`config.mk`:
```
export PLATFORM = sky130hd
export DESIGN_NAME = asdc_csr
export DESIGN_NICKNAME = d
export VERILOG_FILES = /design/src/rtl/core/asdc_pkg.sv /design/src/rtl/core/asdc_csr.sv
export SDC_FILE = /design/constraint.sdc
export NUM_CORES = 1
export LEC_CHECK = 0
export ABC_CLOCK_PERIOD_IN_PS = 2460
export BUFFER_PORTS_ARGS = -buffer_cell sky130_fd_sc_hd__buf_2
export CAP_MARGIN = 0
export CORE_MARGIN = 8
export CORE_UTILIZATION = 47
export DETAILED_ROUTE_END_ITERATION = 7
export HOLD_SLACK_MARGIN = 0.12
export PLACE_DENSITY_LB_ADDON = 0.05
export SYNTH_ARGS = -nofsm -noshare
export SYNTH_HDL_FRONTEND = slang
export SYNTH_SLANG_ARGS = --single-unit
```
`constraint.sdc`:
```
create_clock -name clock -period 2.46 [get_ports clock]
set_input_delay 0.246 -clock clock [delete_from_list [all_inputs] [get_ports clock]]
set_output_delay 0.246 -clock clock [all_outputs]
set_load 0.005 [all_outputs]
```
`src/rtl/core/asdc_pkg.sv`:
```
// ----------------------------------------------------------------------------
// asdc_pkg
// Shared types, widths and constants of the silhouette depth/contour block.
// ----------------------------------------------------------------------------
package asdc_pkg;

   // Default frame limits
   localparam int DEF_MAX_WIDTH  = 1024;
   localparam int DEF_MAX_HEIGHT = 1024;

   // Configuration register widths and indexes
   localparam int THR_W   = 8;
   localparam int SIZE_W  = 11;
   localparam int CSR_AW  = 4;
   localparam int CSR_DW  = 32;
   localparam logic [1:0] REG_THRESHOLD = 2'd0;
   localparam logic [1:0] REG_WIDTH     = 2'd1;
   localparam logic [1:0] REG_HEIGHT    = 2'd2;

   // Effective size: holds up to 8191
   localparam int DIM_W = 13;
   localparam int DX_W  = DIM_W + 2;

   // Item field widths
   localparam int CHAN_W    = 8;
   localparam int OUT_CRD_W = 10;
   localparam int DEPTH_W   = 8;

   // Depth arithmetic (Q16 luma weights pre-scaled by 0.7)
   localparam int LUMA_W  = 24;
   localparam int W_RED   = 13717;
   localparam int W_GREEN = 26929;
   localparam int W_BLUE  = 5230;
   localparam int SQ_W    = 26;
   localparam int FRAC_W  = 16;
   localparam int RAD_W   = SQ_W + 2 * FRAC_W;
   localparam int ROOT_W  = RAD_W / 2;
   localparam int REM_W   = ROOT_W + 3;
   localparam int DQ_W    = 19;
   localparam int DF_W    = DQ_W + 2;
   localparam int TOT_W   = 32;
   localparam int DEPTH_K = 153;
   localparam int ONE_Q16 = 65536;
   localparam int TOT_SHIFT = 17;

   // Iterative unit step counts
   localparam int SQRT_STEPS = ROOT_W;
   localparam int DIV_STEPS  = ROOT_W;
   localparam int ITER_W     = $clog2(ROOT_W + 1);

   typedef struct packed {
      logic [CHAN_W-1:0] red;
      logic [CHAN_W-1:0] green;
      logic [CHAN_W-1:0] blue;
      logic [CHAN_W-1:0] alpha;
   } req_type;

   typedef struct packed {
      logic [OUT_CRD_W-1:0] col;
      logic [OUT_CRD_W-1:0] row;
      logic [DEPTH_W-1:0]   depth;
      logic                 foreground;
      logic                 contour;
      logic                 end_of_run;
      logic                 end_of_frame;
   } rsp_type;

   typedef struct packed {
      logic [THR_W-1:0] threshold;
      logic [DIM_W-1:0] width;
      logic [DIM_W-1:0] height;
   } cfg_type;

   // Controller to datapath
   typedef struct packed {
      logic accept;
      logic rd_cur;
      logic rd_next;
      logic sq_init;
      logic sq_step;
      logic dv_init;
      logic dv_step;
      logic finish;
      logic emit_up;
      logic emit_own;
      logic commit;
   } cmd_type;

   // Datapath to controller
   typedef struct packed {
      logic has_prev;
      logic last_row;
      logic out_free;
   } sts_type;

endpackage

```
`src/rtl/core/asdc_csr.sv`:
```
// ----------------------------------------------------------------------------
// asdc_csr
// APB register file: threshold and frame size, with clamped size outputs.
// ----------------------------------------------------------------------------
module asdc_csr #(
   parameter int MAX_WIDTH  = asdc_pkg::DEF_MAX_WIDTH,
   parameter int MAX_HEIGHT = asdc_pkg::DEF_MAX_HEIGHT
) (
   input  logic                        clock,
   input  logic                        reset,
   input  logic                        csr_psel,
   input  logic                        csr_penable,
   input  logic                        csr_pwrite,
   input  logic [asdc_pkg::CSR_AW-1:0] csr_paddr,
   input  logic [asdc_pkg::CSR_DW-1:0] csr_pwdata,
   output logic [asdc_pkg::CSR_DW-1:0] csr_prdata,
   output logic                        csr_pready,
   output asdc_pkg::cfg_type           cfg
);
   import asdc_pkg::*;

   logic [THR_W-1:0]  thr_ff, thr_in;
   logic [SIZE_W-1:0] wid_ff, wid_in;
   logic [SIZE_W-1:0] hgt_ff, hgt_in;
   logic              wr_en;
   logic [1:0]        idx;

   assign csr_pready = 1'b1;
   assign wr_en      = csr_psel & csr_penable & csr_pwrite;
   assign idx        = csr_paddr[3:2];

   // Register writes
   always_comb begin
      thr_in = thr_ff;
      wid_in = wid_ff;
      hgt_in = hgt_ff;
      if (wr_en) begin
         case (idx)
            REG_THRESHOLD: thr_in = csr_pwdata[THR_W-1:0];
            REG_WIDTH:     wid_in = csr_pwdata[SIZE_W-1:0];
            REG_HEIGHT:    hgt_in = csr_pwdata[SIZE_W-1:0];
            default: ;
         endcase
      end
   end

   always_ff @(posedge clock) begin
      if (reset) begin
         thr_ff <= '0;
         wid_ff <= SIZE_W'(DEF_MAX_WIDTH);
         hgt_ff <= SIZE_W'(DEF_MAX_HEIGHT);
      end else begin
         thr_ff <= thr_in;
         wid_ff <= wid_in;
         hgt_ff <= hgt_in;
      end
   end

   // Read back
   always_comb begin
      case (idx)
         REG_THRESHOLD: csr_prdata = CSR_DW'(thr_ff);
         REG_WIDTH:     csr_prdata = CSR_DW'(wid_ff);
         REG_HEIGHT:    csr_prdata = CSR_DW'(hgt_ff);
         default:       csr_prdata = '0;
      endcase
   end

   // Zero reads as one, oversize saturates
   always_comb begin
      cfg.threshold = thr_ff;
      if (wid_ff == '0)
         cfg.width = DIM_W'(1);
      else if (DIM_W'(wid_ff) > DIM_W'(MAX_WIDTH))
         cfg.width = DIM_W'(MAX_WIDTH);
      else
         cfg.width = DIM_W'(wid_ff);
      if (hgt_ff == '0)
         cfg.height = DIM_W'(1);
      else if (DIM_W'(hgt_ff) > DIM_W'(MAX_HEIGHT))
         cfg.height = DIM_W'(MAX_HEIGHT);
      else
         cfg.height = DIM_W'(hgt_ff);
   end

endmodule

```
==> flow_metrics.tcl <==
set metrics [dict create \
    synth_xor_xnor_area_share 0 \
    static_leakage_power_nw 1.05 \
    antennaDiodeCount 0 \
    start_util 0.494 \
    placed_area_sq_um 2010 \
    gpl.final_weighted_congestion 0.711 \
    drt_drc_violations_left 0 \
    highest_layer "met4" \
    synth.avg_cell_area_sq_um 8.88 \
    mappedNetlistArea_sq_um 1820 \
    status "finished, final reports clean" \
    critical_path_fanout_max 13 \
    worst_ir_drop_vdd_mv 0.283 \
    via_count_of_the_first_global_routing_pass 1446 \
    slew_violations 0 \
    final.setup.tns_ns 0 \
    postCtsSetupBuffers 0 \
    final_nets 297 \
    syn-instance-count 205 \
    synth_simple_gate_area_frac 0.271 \
    crit_chain "buf_2 -> and2b_1 -> a22o_1 -> buf_2" \
    route.vias.total 1458 \
    worst_slew_margin_rel 0.615 \
    holdWs_ns 0.244 \
    worst_ep_arrival_time_ns 1.42 \
    reg2reg_slack_ns 1.54 \
    grt_overflow_total 0 \
    met3WireLength_um 506 \
    post-route-cell-area_sq_um 2090 \
    synth.area.mux_share 0.209 \
    timing.hold.worst.class "primary input to flip-flop" \
    core-area_sq_um 3690 \
    flow.area_growth_from_synthesis_pct 14.8 \
    die_height_um 78.2 \
    first_iter_violations 71 \
    timing.critical_path.mode_cell "buf_2" \
    final_common_cell "buf_2" \
    die-area_sq_um 6120 \
    post_drt_wl_per_cell_um 14.9 \
    antenna_found_initial 0 \
    max_clock_freq_mhz 601 \
    cts_resized 0 \
    finalPower_mw 0.980 \
    number_of_levels_in_the_clock_h_tree 2 \
    clock_transition_time_at_the_flip_flop_clock_pins_of_the_worst_setup_and_hold_paths_ns 0.06 \
    drive_gt1_frac 0.263 \
    final.setup_skew_ns 0 \
    power-per-cell-area_nw_per_um2 469 \
    synth_top_family_by_area "simple AND/OR/NAND/NOR gates" \
    tightestPinTransition_ns 0.578 \
    cp-start-kind "primary input" \
    source_to_sink_clock_delay_at_the_later_pin_of_the_worst_skew_pair_ns 0.27 \
    clock_tree_buffer_depth 2 \
    finish.utilization 0.567 \
    cts-root-buf "clkbuf_8" \
    synthDistinctLibCells 23 \
    finalWorstPathRequiredPeriod_ns 1.66 \
    fin_crit_share 0.676 \
    grt_max_degree 42 \
    tritoncts.num_buffers 5 \
    path_class "primary input to primary output" \
    timing.critical_path.slowest_stage_cell "and2b_1" \
    cts_num_sinks 30 \
    std_cell_rows 22 \
    unrepaired_setup_endpoints_after_global_routing "false" \
    port-buffer-count 58 \
    most-common-layout-cells "buf_2 (58), mux2i_1 (38), nand2b_1 (38), dfxtp_1 (30), conb_1 (26)" \
    synth_compound_gate_area_share 0.0433 \
    postRouteAntennaNets 0 \
    timing.hold.worst_path_depth 3 \
    drt_pre_antenna_iters 4 \
    timing.critical_path.to_type "primary output" \
    detailedPlacementHpwl_mm 3.35 \
    routedLengthMet1_mm 1.98 \
    tritoncts "built" \
    setup_viol_count_final 0 \
    cts.hold.buffers_added 0 \
    dr_wl_met2_mm 1.97 \
    yosys_register_bits 30 \
    die_width_um 78.2 \
    timing.critical_path.required_ns 2.21 \
    viasPerCell 4.81 \
    worst_r2r_path_depth 2 \
    grt_first_pass_wirelength_mm 7.13 \
    timing_hold_violations_final 0 \
    boundaryPins 108 \
    crit_path_max_incr_delay_ns 0.41 \
    post_synthesis_adder_cell_area_fraction 0 \
    grt_util_all_layers 0.144 \
    post_synthesis_sequential_area_ratio 0.330 \
    cap_viol_max_count 0 \
    synth.yosys.warnings 0 \
    routed_wl_mm 4.53 \
]
-- kinds of logic (layout without fill, tap and decap cells) --
group | Yosys count | after routing
simple gates | 83 | 83
buf+inv | 39 | 65
mux | 38 | 38
flops | 30 | 30
compound gates | 13 | 13
other cells | 2 | 26
-- Yosys cell counts --
cell type / n / area share
mux2i_1: 38 / 0.21
nand2b_1: 38 / 0.13
dfxtp_1: 30 / 0.33
nand3_1: 1 / 0.0027
nor2_1: 7 / 0.014
nor4_1: 2 / 0.0069
nor3b_1: 1 / 0.0041
nand2_1: 8 / 0.016
or3_1: 1 / 0.0034
nand4_2: 1 / 0.0069
nor3b_2: 1 / 0.0069
buf_4: 28 / 0.12
clkbuf_2: 1 / 0.0027
nand4_1: 1 / 0.0034
a31oi_1: 2 / 0.0069
buf_6: 1 / 0.0062
conb_1: 2 / 0.0041
and2b_1: 1 / 0.0041
o21ai_0: 8 / 0.022
a22o_1: 3 / 0.014
nor3_1: 2 / 0.0055
clkbuf_1: 9 / 0.019
nor2b_1: 19 / 0.065
-- registers in the layout, indices dropped and copies added, names as in the netlist --
signal and cells:
hgt_ff 11, wid_ff 11, thr_ff 8
-- metrics by stage --
stage	cells	worst slack, ns
after global placement	297	0.611
after global routing	303	0.691
after floorplan	229	1.29
after CTS	303	0.799
final	303	0.797
after detailed placement	297	0.597
-- worst paths after layout --
path,to,from
hold reg to reg,thr_ff[2]$_SDFFE_PP0P_,thr_ff[2]$_SDFFE_PP0P_
setup / recovery,csr_prdata[8],csr_paddr[3]
hold / removal,hgt_ff[10]$_SDFFE_PP1P_,csr_pwdata[10]
setup reg to reg,wid_ff[10]$_SDFFE_PP1P_,wid_ff[10]$_SDFFE_PP1P_
-- worst max-delay path: cells and delay by family --
family / cells / cell delay [ns]
buffers and inverters: 2 / 0.45
AO/OA/AOI/OAI: 1 / 0.30
AND/OR/NAND/NOR: 1 / 0.41
-- report_power, final --
part | internal, mW | switching [mW]
logic | 0.0415 | 0.0555
clock network | 0.215 | 0.168
registers | 0.492 | 0.00726
total | 0.749 | 0.231
-- final cells by class --
cell class	instances	area, sq um
fill	372	1600
tap	48	60.1
clock buffer	6	82.6
sequential	30	601
timing repair buffer	59	298
multi-input combinational	160	1050
-- metal layers --
layer  vias to the layer above  GRT usage
li1                        726          -
met1                       664      0.166
met4                         0     0.0556
met5                         -          0
met3                         8     0.0592
met2                        60      0.232
Power figures use the tool's default switching activity.
