===== src/rtl/core/asdc_pkg.sv =====
// ----------------------------------------------------------------------------
// asdc_pkg
// Shared types, widths and constants of the silhouette depth/contour block.
// ----------------------------------------------------------------------------
package asdc_pkg;

   // Default frame limits
   localparam int DEF_MAX_WIDTH  = 1024;
   localparam int DEF_MAX_HEIGHT = 1024;

   // Configuration register widths and indexes
   localparam int THR_W   = 8;
   localparam int SIZE_W  = 11;
   localparam int CSR_AW  = 4;
   localparam int CSR_DW  = 32;
   localparam logic [1:0] REG_THRESHOLD = 2'd0;
   localparam logic [1:0] REG_WIDTH     = 2'd1;
   localparam logic [1:0] REG_HEIGHT    = 2'd2;

   // Effective size: holds up to 8191
   localparam int DIM_W = 13;
   localparam int DX_W  = DIM_W + 2;

   // Item field widths
   localparam int CHAN_W    = 8;
   localparam int OUT_CRD_W = 10;
   localparam int DEPTH_W   = 8;

   // Depth arithmetic (Q16 luma weights pre-scaled by 0.7)
   localparam int LUMA_W  = 24;
   localparam int W_RED   = 13717;
   localparam int W_GREEN = 26929;
   localparam int W_BLUE  = 5230;
   localparam int SQ_W    = 26;
   localparam int FRAC_W  = 16;
   localparam int RAD_W   = SQ_W + 2 * FRAC_W;
   localparam int ROOT_W  = RAD_W / 2;
   localparam int REM_W   = ROOT_W + 3;
   localparam int DQ_W    = 19;
   localparam int DF_W    = DQ_W + 2;
   localparam int TOT_W   = 32;
   localparam int DEPTH_K = 153;
   localparam int ONE_Q16 = 65536;
   localparam int TOT_SHIFT = 17;

   // Iterative unit step counts
   localparam int SQRT_STEPS = ROOT_W;
   localparam int DIV_STEPS  = ROOT_W;
   localparam int ITER_W     = $clog2(ROOT_W + 1);

   typedef struct packed {
      logic [CHAN_W-1:0] red;
      logic [CHAN_W-1:0] green;
      logic [CHAN_W-1:0] blue;
      logic [CHAN_W-1:0] alpha;
   } req_type;

   typedef struct packed {
      logic [OUT_CRD_W-1:0] col;
      logic [OUT_CRD_W-1:0] row;
      logic [DEPTH_W-1:0]   depth;
      logic                 foreground;
      logic                 contour;
      logic                 end_of_run;
      logic                 end_of_frame;
   } rsp_type;

   typedef struct packed {
      logic [THR_W-1:0] threshold;
      logic [DIM_W-1:0] width;
      logic [DIM_W-1:0] height;
   } cfg_type;

   // Controller to datapath
   typedef struct packed {
      logic accept;
      logic rd_cur;
      logic rd_next;
      logic sq_init;
      logic sq_step;
      logic dv_init;
      logic dv_step;
      logic finish;
      logic emit_up;
      logic emit_own;
      logic commit;
   } cmd_type;

   // Datapath to controller
   typedef struct packed {
      logic has_prev;
      logic last_row;
      logic out_free;
   } sts_type;

endpackage


===== src/rtl/core/asdc_ctrl.sv =====
// ----------------------------------------------------------------------------
// asdc_ctrl
// Sequencer: line store reads, square root and divide iterations, emits.
// ----------------------------------------------------------------------------
module asdc_ctrl (
   input  logic              clock,
   input  logic              reset,
   input  logic              in_valid,
   output logic              in_ready,
   input  asdc_pkg::sts_type sts,
   output asdc_pkg::cmd_type cmd
);
   import asdc_pkg::*;

   localparam logic [3:0] S_IDLE     = 4'd0;
   localparam logic [3:0] S_RD_CUR   = 4'd1;
   localparam logic [3:0] S_RD_NEXT  = 4'd2;
   localparam logic [3:0] S_SQ_INIT  = 4'd3;
   localparam logic [3:0] S_SQRT     = 4'd4;
   localparam logic [3:0] S_DV_INIT  = 4'd5;
   localparam logic [3:0] S_DIV      = 4'd6;
   localparam logic [3:0] S_FINISH   = 4'd7;
   localparam logic [3:0] S_EMIT_UP  = 4'd8;
   localparam logic [3:0] S_EMIT_OWN = 4'd9;
   localparam logic [3:0] S_COMMIT   = 4'd10;

   logic [3:0]        state_ff, state_in;
   logic [ITER_W-1:0] iter_ff, iter_in;

   assign in_ready = (state_ff == S_IDLE);

   always_comb begin
      state_in = state_ff;
      iter_in  = iter_ff;
      cmd      = '0;
      case (state_ff)
         S_IDLE: begin
            if (in_valid) begin
               cmd.accept = 1'b1;
               state_in   = S_RD_CUR;
            end
         end
         S_RD_CUR: begin
            cmd.rd_cur = 1'b1;
            state_in   = S_RD_NEXT;
         end
         S_RD_NEXT: begin
            cmd.rd_next = 1'b1;
            state_in    = S_SQ_INIT;
         end
         S_SQ_INIT: begin
            cmd.sq_init = 1'b1;
            iter_in     = '0;
            state_in    = S_SQRT;
         end
         S_SQRT: begin
            cmd.sq_step = 1'b1;
            iter_in     = iter_ff + 1'b1;
            if (iter_ff == ITER_W'(SQRT_STEPS - 1))
               state_in = S_DV_INIT;
         end
         S_DV_INIT: begin
            cmd.dv_init = 1'b1;
            iter_in     = '0;
            state_in    = S_DIV;
         end
         S_DIV: begin
            cmd.dv_step = 1'b1;
            iter_in     = iter_ff + 1'b1;
            if (iter_ff == ITER_W'(DIV_STEPS - 1))
               state_in = S_FINISH;
         end
         S_FINISH: begin
            cmd.finish = 1'b1;
            if (sts.has_prev)
               state_in = S_EMIT_UP;
            else if (sts.last_row)
               state_in = S_EMIT_OWN;
            else
               state_in = S_COMMIT;
         end
         S_EMIT_UP: begin
            if (sts.out_free) begin
               cmd.emit_up = 1'b1;
               state_in    = sts.last_row ? S_EMIT_OWN : S_COMMIT;
            end
         end
         S_EMIT_OWN: begin
            if (sts.out_free) begin
               cmd.emit_own = 1'b1;
               state_in     = S_COMMIT;
            end
         end
         S_COMMIT: begin
            cmd.commit = 1'b1;
            state_in   = S_IDLE;
         end
         default: state_in = S_IDLE;
      endcase
   end

   always_ff @(posedge clock) begin
      if (reset) begin
         state_ff <= S_IDLE;
         iter_ff  <= '0;
      end else begin
         state_ff <= state_in;
         iter_ff  <= iter_in;
      end
   end

   // Checks
   a_one_cmd: assert property (@(posedge clock) disable iff (reset)
      $onehot0({cmd.accept, cmd.emit_up, cmd.emit_own, cmd.commit}))
      else $error("more than one major command");
   a_emit_free: assert property (@(posedge clock) disable iff (reset)
      (cmd.emit_up || cmd.emit_own) |-> sts.out_free)
      else $error("emit into a busy output register");
   a_commit_idle: assert property (@(posedge clock) disable iff (reset)
      cmd.commit |=> in_ready)
      else $error("not idle after commit");
   a_iter_range: assert property (@(posedge clock) disable iff (reset)
      (state_ff == S_SQRT || state_ff == S_DIV) |-> iter_ff < ITER_W'(SQRT_STEPS))
      else $error("iteration count overrun");

endmodule


===== config.mk =====
export PLATFORM = sky130hd
export DESIGN_NAME = asdc_ctrl
export DESIGN_NICKNAME = d
export VERILOG_FILES = /design/src/rtl/core/asdc_pkg.sv /design/src/rtl/core/asdc_ctrl.sv
export SDC_FILE = /design/constraint.sdc
export NUM_CORES = 1
export LEC_CHECK = 0
export BUFFER_PORTS_ARGS = -buffer_cell sky130_fd_sc_hd__clkbuf_2
export CORE_UTILIZATION = 25
export CTS_CLUSTER_SIZE = 10
export DETAILED_ROUTE_END_ITERATION = 7
export SLEW_MARGIN = 25
export SYNTH_ARGS = -nofsm -noshare
export SYNTH_HDL_FRONTEND = slang
export SYNTH_SLANG_ARGS = --single-unit

===== constraint.sdc =====
create_clock -name clock -period 1.5 [get_ports clock]
set_input_delay 0.225 -clock clock [delete_from_list [all_inputs] [get_ports clock]]
set_output_delay 0.225 -clock clock [all_outputs]
set_load 0.02 [all_outputs]

==> impl_metrics.env, run 1 <==
export IMPL_status="finished, violations left"
export IMPL_violations="negative setup slack"
export IMPL_diodes=0
export IMPL_hold_path_class="in2reg"
export IMPL_ys_flop_type="dfxtp_1"
export IMPL_fill_cells=214
export IMPL_clock_sinks=9
export IMPL_cp_data_arrival_time_ps=1280
export IMPL_die_h_um=52.37
export IMPL_finalSetupViolations=1
export IMPL_first_global_vias=595
export IMPL_tns_ps=-6.892
export IMPL_vdd_drop_max_mv=0.4703
export IMPL_power_total_uw=661.9
export IMPL_rows=17
export IMPL_wl_per_cell_um=12.82
export IMPL_max_slew_margin_rel_pct=79.63
export IMPL_worstSetupStartpointType="register"
export IMPL_skew_ps=3.456
export IMPL_grt_max_degree=12
export IMPL_drtPass1Iterations=4
export IMPL_die_area_mm2=0.002743
export IMPL_synthArstFlopShare_pct=0
export IMPL_clockRootBuffer="clkbuf_4"
export IMPL_port_buffers=17
export IMPL_synth_edf_count=0
export IMPL_drive_gt1_share_pct=48.54
export IMPL_start_util_pct=27.61
export IMPL_synth_cell_types=37
export IMPL_synth_area_leaders="dfxtp_1 (28%), nor2_1 (8.3%), nor3_1 (5.5%)"
export IMPL_netlist_area_leader_share_pct=28.40
export IMPL_via_per_inst=5.076
export IMPL_fmax_ghz=0.6636
export IMPL_grt_usage_pct=12.84
export IMPL_drtIter0Drc=12
export IMPL_layoutNonFillerInstCount=131
export IMPL_cap_violations=0
export IMPL_final_nets=112
export IMPL_post_route_min_period_ps=1507
export IMPL_area_growth_pct=39.05
export IMPL_synthesis_nets=88
export IMPL_cts_tree="built"
export IMPL_grt_setup_unrepaired="true"
export IMPL_ioPinCount=18
export IMPL_yosys_area_top_type="dfxtp_1"
export IMPL_vias=665
export IMPL_cts_buffers=3
export IMPL_yosysWarnings=0
export IMPL_ys_ff_latch=9
export IMPL_period_share_pct=100.5
export IMPL_routed_wl_um=1679
export IMPL_htreeDepth=1
export IMPL_hpwl_um=1156
export IMPL_critPathMaxFanout=8
export IMPL_path_clk_slew_ps=70
export IMPL_grt_pass1_wl_um=2615
export IMPL_hold_viol_final=0
export IMPL_gp_congestion=0.8517
export IMPL_timing_final_ws_setup_ps=-6.892
export IMPL_syn_area_per_cell_um2=7.929
export IMPL_ant_nets=0
export IMPL_ctsHoldBuffers=0
export IMPL_route_detailed_drc=0
export IMPL_pwr_density_cell_mw_per_mm2=750.4
export IMPL_clockBufferDepth=2
export IMPL_die_w_um=52.37
export IMPL_grt_overflow_total=0
export IMPL_p_leak_nw=0.3548
export IMPL_yosysMostFrequentCell="nor2_1"
export IMPL_slew_violations=0
export IMPL_dp_cells=125
export IMPL_critical_path_class="reg2out"
export IMPL_grt_antenna_before_repair=0
export IMPL_multiInputGateArea_um2=450.4
export IMPL_clkLatencyLatePin_ps=270
export IMPL_worstMarginPinSlew_ps=302.8
export IMPL_end_kind="primary output"
export IMPL_yosys_top_cells_count="nor2_1 (14), dfxtp_1 (9), nor3_1 (7)"
export IMPL_worstPathRequired_ps=1270
export IMPL_postSynthCellCount=80
export IMPL_syn_area_um2=634.4
export IMPL_seq_area_frac_synth_pct=28.40
export IMPL_core_area_mm2=0.002297
export IMPL_seq_area_um2=192.7
[path summary, 6_finish.rpt]
check / slack [ps] / depth (start not counted) / to / startpoint
max: -7 / 4 / cmd[8] / state_ff[2]
min: 260 / 3 / state_ff[0] / reset
max reg2reg: 80 / 3 / state_ff[1] / state_ff[3]
min reg2reg: 510 / 2 / iter_ff[0] / iter_ff[0]
[report_power, final]
part	total (mW)	internal [mW]	switching, mW
Sequential	0.263	0.247	0.0164
Clock	0.192	0.0987	0.0929
Combinational	0.207	0.0883	0.119
[cells by family after synthesis]
family | Yosys count | synth area share [%]
fa+ha+maj | 2 | 3.944
simple gates | 41 | 34.52
xor+xnor | 2 | 2.762
buf+inv | 9 | 9.072
flops | 9 | 28.40
compound gates | 17 | 21.30
[sequential cells by signal (all words and copies together), names as in the netlist]
signal and flops:
iter_ff 5, state_ff 4
[per-stage QoR]
step | area [um2] | worst slack, ps | utilization [%] | hold slack [ps]
after floorplan | 634.4 | 97.55 | - | 423.7
after global placement | 749.5 | 91.78 | 32.63 | 510.3
after detailed placement | 749.5 | 61.74 | 32.63 | 528.8
after CTS | 818.3 | 5.701 | 35.62 | 268.6
after global routing | 882.1 | -60.19 | 38.40 | 265.4
final | 882.1 | -6.892 | 38.40 | 264.2
[cell type report]
type	instances	share of cell area [%]
Multi-Input combinational cell	62	51.06
Sequential cell	9	21.84
Clock inverter	1	0.5674
Tap cell	28	3.972
Inverter	4	1.702
Timing Repair Buffer	24	18.30
Clock buffer	3	2.553
[critical path, stage by stage, from the launching register on]
cell and delay [ps]:
dfxtp_4 370, buf_6 130, nand2b_4 150, nor3_2 180, buf_4 180
[cell usage in the layout (no fill, tap or decap), types with 3 or more instances in the layout]
master    instances
a211oi_1          3
a21oi_1           3
buf_2             4
buf_4             9
buf_6             3
clkbuf_2          8
clkbuf_4          3
dfxtp_1           5
dfxtp_4           3
nand2_1           3
nor2_1           12
nor3_1            3
nor3_2            3
[per-layer routing]
| layer | GRT usage (%) | up-vias | share of wire, % |
|---|---|---|---|
| met5 | 0 | - | 0 |
| met4 | 6.140 | 0 | 2.7 |
| met2 | 18.99 | 13 | 50 |
| met3 | 4.348 | 4 | 3.2 |
| met1 | 16.44 | 311 | 44 |
| li1 | - | 337 | - |
[timing repair]
| action | in CTS | in global routing |
|---|---|---|
| gates resized for setup | 12 | 25 |
| gates cloned | 0 | 0 |
| buffers inserted | 0 | 2 |
| pin swaps | 1 | 3 |
| endpoints found under the setup margin | 9 | 12 |
(Power assumes the default switching activity.)
==> run 2, diff against run 1 <==
--- a/config.mk
+++ b/config.mk
@@ -9,6 +9,8 @@
 export CORE_UTILIZATION = 25
 export CTS_CLUSTER_SIZE = 10
 export DETAILED_ROUTE_END_ITERATION = 7
+export GPL_ROUTABILITY_DRIVEN = 0
+export MAX_ROUTING_LAYER = met4
 export SLEW_MARGIN = 25
 export SYNTH_ARGS = -nofsm -noshare
 export SYNTH_HDL_FRONTEND = slang
==> impl_metrics.env, run 2 (synthesis gave the netlist of run 1 again) <==
export IMPL_status="finished, violations left"
export IMPL_violations="negative setup slack"
export IMPL_drtPass1Iterations=4
export IMPL_slew_violations=0
export IMPL_final_common_cell="nor2_1"
export IMPL_clockBufferDepth=2
export IMPL_pwr_density_cell_mw_per_mm2=749.4
export IMPL_grt_setup_unrepaired="true"
export IMPL_die_w_um=52.37
export IMPL_switching_share_pct=34.37
export IMPL_max_slew_margin_rel_pct=79.63
export IMPL_grt_overflow_total=0
export IMPL_core_area_mm2=0.002297
export IMPL_internal_power_uw=433.8
export IMPL_skew_ps=4.173
export IMPL_rows=17
export IMPL_clkLatencyLatePin_ps=270
export IMPL_ioPinCount=18
export IMPL_grt_max_degree=12
export IMPL_hold_path_class="in2reg"
export IMPL_finalSetupViolations=1
export IMPL_worstSetupStartpointType="register"
export IMPL_cp_data_arrival_time_ps=1280
export IMPL_die_area_mm2=0.002743
export IMPL_ant_nets=0
export IMPL_route_detailed_drc=0
export IMPL_post_route_min_period_ps=1507
export IMPL_grt_antenna_before_repair=0
export IMPL_routed_wl_um=1678
export IMPL_p_clk_share_pct=28.9
export IMPL_largest_reg_flops=5
export IMPL_switching_power_uw=227.2
export IMPL_vdd_drop_max_mv=0.4677
export IMPL_grt_pass1_wl_um=2622
export IMPL_timing_final_ws_setup_ps=-6.853
export IMPL_pwr_share_comb_pct=31.3
export IMPL_power_total_uw=661.1
export IMPL_end_kind="primary output"
export IMPL_period_share_pct=100.5
export IMPL_port_buffers=17
export IMPL_critical_path_class="reg2out"
export IMPL_crit_buf_inv=2
export IMPL_drtIter0Drc=24
export IMPL_worstPathCellList="buf_6 -> nand2b_4 -> nor3_2 -> buf_4"
export IMPL_p_leak_nw=0.3548
export IMPL_final_cell_mix="nor2_1 (12), buf_4 (9), clkbuf_2 (8), dfxtp_1 (5), buf_2 (4)"
export IMPL_critPathMaxFanout=8
export IMPL_cts_tree="built"
export IMPL_drive_gt1_share_pct=48.54
export IMPL_cp_slowest_cell="dfxtp_4"
export IMPL_worstPathRequired_ps=1270
export IMPL_worstMarginPinSlew_ps=302.8
export IMPL_largest_register="iter_ff"
export IMPL_htreeDepth=1
export IMPL_final_nets=112
export IMPL_die_h_um=52.37
export IMPL_reg_top3="iter_ff (5), state_ff (4)"
export IMPL_via_per_inst=5.061
export IMPL_whs_ps=264.2
export IMPL_hpwl_um=1156
export IMPL_path_clk_slew_ps=70
export IMPL_fmax_ghz=0.6636
export IMPL_grt_usage_pct=13.17
export IMPL_wl_per_cell_um=12.81
export IMPL_p_seq_share_pct=39.8
export IMPL_diodes=0
export IMPL_critPathTopFamily="flip-flops"
export IMPL_area_growth_pct=39.05
export IMPL_first_global_vias=594
export IMPL_vias=663
export IMPL_cts_buffers=3
export IMPL_clock_sinks=9
export IMPL_start_util_pct=27.61
export IMPL_clockRootBuffer="clkbuf_4"
export IMPL_cap_violations=0
export IMPL_hold_viol_final=0
export IMPL_cpPeakStageDelay_ps=370
==> run 2: cell counts in the layout (fill, tap and decap cells not counted) <==
Identical to the previous run, type by type.
==> run 2: power by group through the flow <==
stage | Sequential, mW | Combinational, mW | Clock, mW
after floorplan | 0.259 | 0.134 | 0
after global placement | 0.266 | 0.174 | 0
after CTS | 0.261 | 0.186 | 0.199
after global routing | 0.264 | 0.221 | 0.216
after detailed placement | 0.267 | 0.172 | 0
final | 0.263 | 0.207 | 0.191
==> run 2: cell type report <==
class | instances | area, um2
Fill cell | 214 | 1415
Multi-Input combinational cell | 62 | 450.4
Sequential cell | 9 | 192.7
Timing Repair Buffer | 24 | 161.4
Tap cell | 28 | 35.03
Clock buffer | 3 | 22.52
Inverter | 4 | 15.01
Clock inverter | 1 | 5.005
==> run 2: path summary, 6_finish.rpt <==
path	cells after the start	slack (ps)	endpoint	startpoint
min reg2reg	2	510	iter_ff[0]	iter_ff[0]
max	4	-7	cmd[8]	state_ff[2]
max reg2reg	3	80	state_ff[1]	state_ff[3]
min	3	260	state_ff[0]	reset
==> run 2: worst reg2reg max path, cell delays in order, from the launching register on <==
cell and delay, ps:
dfxtp_4 370, or4b_1 520, a311o_1 380, o22ai_2 80
==> run 2: stage by stage <==
| stage | cell area [um2] | setup slack, ps | setup TNS (ps) | instances | utilization, % |
|---|---|---|---|---|---|
| after floorplan | 634.4 | 97.55 | 0 | 80 | - |
| after global placement | 749.5 | 91.78 | 0 | 125 | 32.63 |
| after detailed placement | 749.5 | 61.74 | 0 | 125 | 32.63 |
| after CTS | 818.3 | 5.701 | 0 | 129 | 35.62 |
| after global routing | 882.1 | -60.19 | -125.6 | 131 | 38.40 |
| final | 882.1 | -6.853 | -6.853 | 131 | 38.40 |
==> run 2: metal layers <==
metal	vias to the layer above	routed length (um)	part of all wire (%)	global-route usage (%)
li1	336	-	-	-
met1	310	743	44	16.44
met2	13	833	50	18.99
met3	4	54	3.2	4.348
met4	0	46	2.7	6.140
met5	-	0	0	-
==> run 2: repair_timing <==
action / CTS / global route
pin swaps: 1 / 3
setup buffers: 0 / 2
hold buffers: 0 / 0
gates resized for setup: 12 / 25
endpoints found under the setup margin: 9 / 12
==> run 3, diff against run 2 <==
--- a/config.mk
+++ b/config.mk
@@ -6,11 +6,12 @@
 export NUM_CORES = 1
 export LEC_CHECK = 0
 export BUFFER_PORTS_ARGS = -buffer_cell sky130_fd_sc_hd__clkbuf_2
-export CORE_UTILIZATION = 25
+export CORE_UTILIZATION = 45
 export CTS_CLUSTER_SIZE = 10
 export DETAILED_ROUTE_END_ITERATION = 7
 export GPL_ROUTABILITY_DRIVEN = 0
 export MAX_ROUTING_LAYER = met4
+export PLACE_DENSITY = 0.71
 export SLEW_MARGIN = 25
 export SYNTH_ARGS = -nofsm -noshare
 export SYNTH_HDL_FRONTEND = slang
==> impl_metrics.env, run 3 (synthesis gave the netlist of run 1 again) <==
export IMPL_status="completed"
export IMPL_hold_path_class="in2reg"
export IMPL_max_slew_margin_rel_pct=77.30
export IMPL_hpwl_um=1068
export IMPL_core_area_mm2=0.001301
export IMPL_largest_reg_flops=5
export IMPL_routed_wl_um=1468
export IMPL_end_kind="primary output"
export IMPL_worstPathRequired_ps=1270
export IMPL_start_util_pct=48.75
export IMPL_final_common_cell="clkbuf_2"
export IMPL_largest_register="iter_ff"
export IMPL_die_h_um=39.55
export IMPL_ant_nets=0
export IMPL_dp_cells=111
export IMPL_grt_usage_pct=22.15
export IMPL_slew_violations=0
export IMPL_ioPinCount=18
export IMPL_grt_antenna_before_repair=0
export IMPL_layoutNonFillerInstCount=117
export IMPL_grt_pass1_wl_um=2228
export IMPL_first_global_vias=532
export IMPL_fill_cells=118
export IMPL_die_area_mm2=0.001564
export IMPL_fmax_ghz=0.6912
export IMPL_htreeDepth=1
export IMPL_critical_path_class="reg2out"
export IMPL_final_nets=111
export IMPL_final_cell_mix="clkbuf_2 (14), nor2_1 (13), nor3_1 (6), dfxtp_1 (6), buf_4 (6)"
export IMPL_wl_per_cell_um=12.55
export IMPL_worstMarginPinSlew_ps=338.2
export IMPL_drtPass1Iterations=4
export IMPL_vdd_drop_max_mv=0.5189
export IMPL_clockBufferDepth=2
export IMPL_clkLatencyLatePin_ps=270
export IMPL_finalSetupViolations=0
export IMPL_rows=13
export IMPL_die_w_um=39.55
export IMPL_drive_gt1_share_pct=39.22
export IMPL_diodes=0
export IMPL_port_buffers=17
export IMPL_utilization_pct=61.44
export IMPL_ctsHoldBuffers=0
export IMPL_critPathMaxFanout=6
export IMPL_cap_violations=0
export IMPL_cp_data_arrival_time_ps=1220
export IMPL_area_growth_pct=26.04
export IMPL_clock_sinks=9
export IMPL_cts_tree="built"
export IMPL_vias=649
export IMPL_grt_overflow_total=0
export IMPL_reg_top3="iter_ff (5), state_ff (4)"
export IMPL_period_share_pct=96.45
export IMPL_worstSetupStartpointType="register"
export IMPL_via_per_inst=5.547
export IMPL_timing_final_ws_setup_ps=53.20
export IMPL_post_route_min_period_ps=1447
export IMPL_drtIter0Drc=20
export IMPL_p_leak_nw=0.3378
export IMPL_hold_viol_final=0
export IMPL_clockRootBuffer="clkbuf_4"
export IMPL_pwr_density_cell_mw_per_mm2=803.2
export IMPL_route_detailed_drc=0
export IMPL_cts_buffers=3
export IMPL_path_clk_slew_ps=70
export IMPL_grt_max_degree=12
export IMPL_pre_cts_slack_ps=6.249
export IMPL_skew_ps=9.075
run 3: cell types whose count changed in the layout (fill, tap and decap cells not counted), moves of 2 or more:
cell | before | now
clkbuf_2 | 8 | 14
buf_2 | 4 | 1
buf_4 | 9 | 6
buf_6 | 3 | 0
nor3_1 | 3 | 6
dfxtp_4 | 3 | 1
nor3_2 | 3 | 1
run 3: critical path: stages (launching register included):
cell,delay [ps]
dfxtp_2,350
buf_4,150
nand2b_4,160
nor2_2,130
clkbuf_8,160
run 3: area by class of cell:
cell class | instances | area (um2) | area share, %
sequential | 9 | 186.4 | 23.32
multi-input combinational | 62 | 411.6 | 51.49
inverter | 4 | 15.01 | 1.878
clock buffer | 4 | 26.28 | 3.286
timing repair buffer | 23 | 141.4 | 17.68
tap | 15 | 18.77 | 2.347
run 3: metal layers:
metal  global-route usage (%)  part of all wire [%]
met3                    6.250                   5.7
met2                    33.61                    44
met1                    26.90                    49
met5                        -                     0
met4                    10.34                   1.1
run 3: report_power, final:
part	internal (mW)	leakage [nW]	switching, mW
combinational	0.0798	0.248	0.106
sequential	0.249	0.0747	0.0141
clock	0.103	0.0150	0.0904
total	0.431	0.338	0.211
run 3: what timing repair did:
item                                    4_1_cts  5_1_grt
endpoints found under the setup margin       10        1
setup buffers                                 0        2
resized for setup                             9        3
pin swaps                                     1        0
run 3: path summary, 6_finish.rpt:
kind                             startpoint          end  slack [ps]  cells past startpoint
worst max-delay path            state_ff[3]       cmd[3]          50                      4
worst min-delay path                 sts[0]  state_ff[0]         270                      3
worst max register to register  state_ff[2]  state_ff[1]          60                      3
worst min register to register   iter_ff[4]   iter_ff[4]         530                      2
run 3: through the flow:
stage | cell area (um2) | power, mW | TNS (ps) | hold WS, ps
final | 799.5 | 0.6422 | 0 | 270.9
after global routing | 799.5 | 0.6716 | -14.62 | 287.7
after CTS | 779.5 | 0.6331 | 0 | 271.5
after detailed placement | 725.7 | 0.4348 | 0 | 524.2
after global placement | 725.7 | 0.4340 | 0 | 501.8
after floorplan | 634.4 | 0.3936 | 0 | 423.7
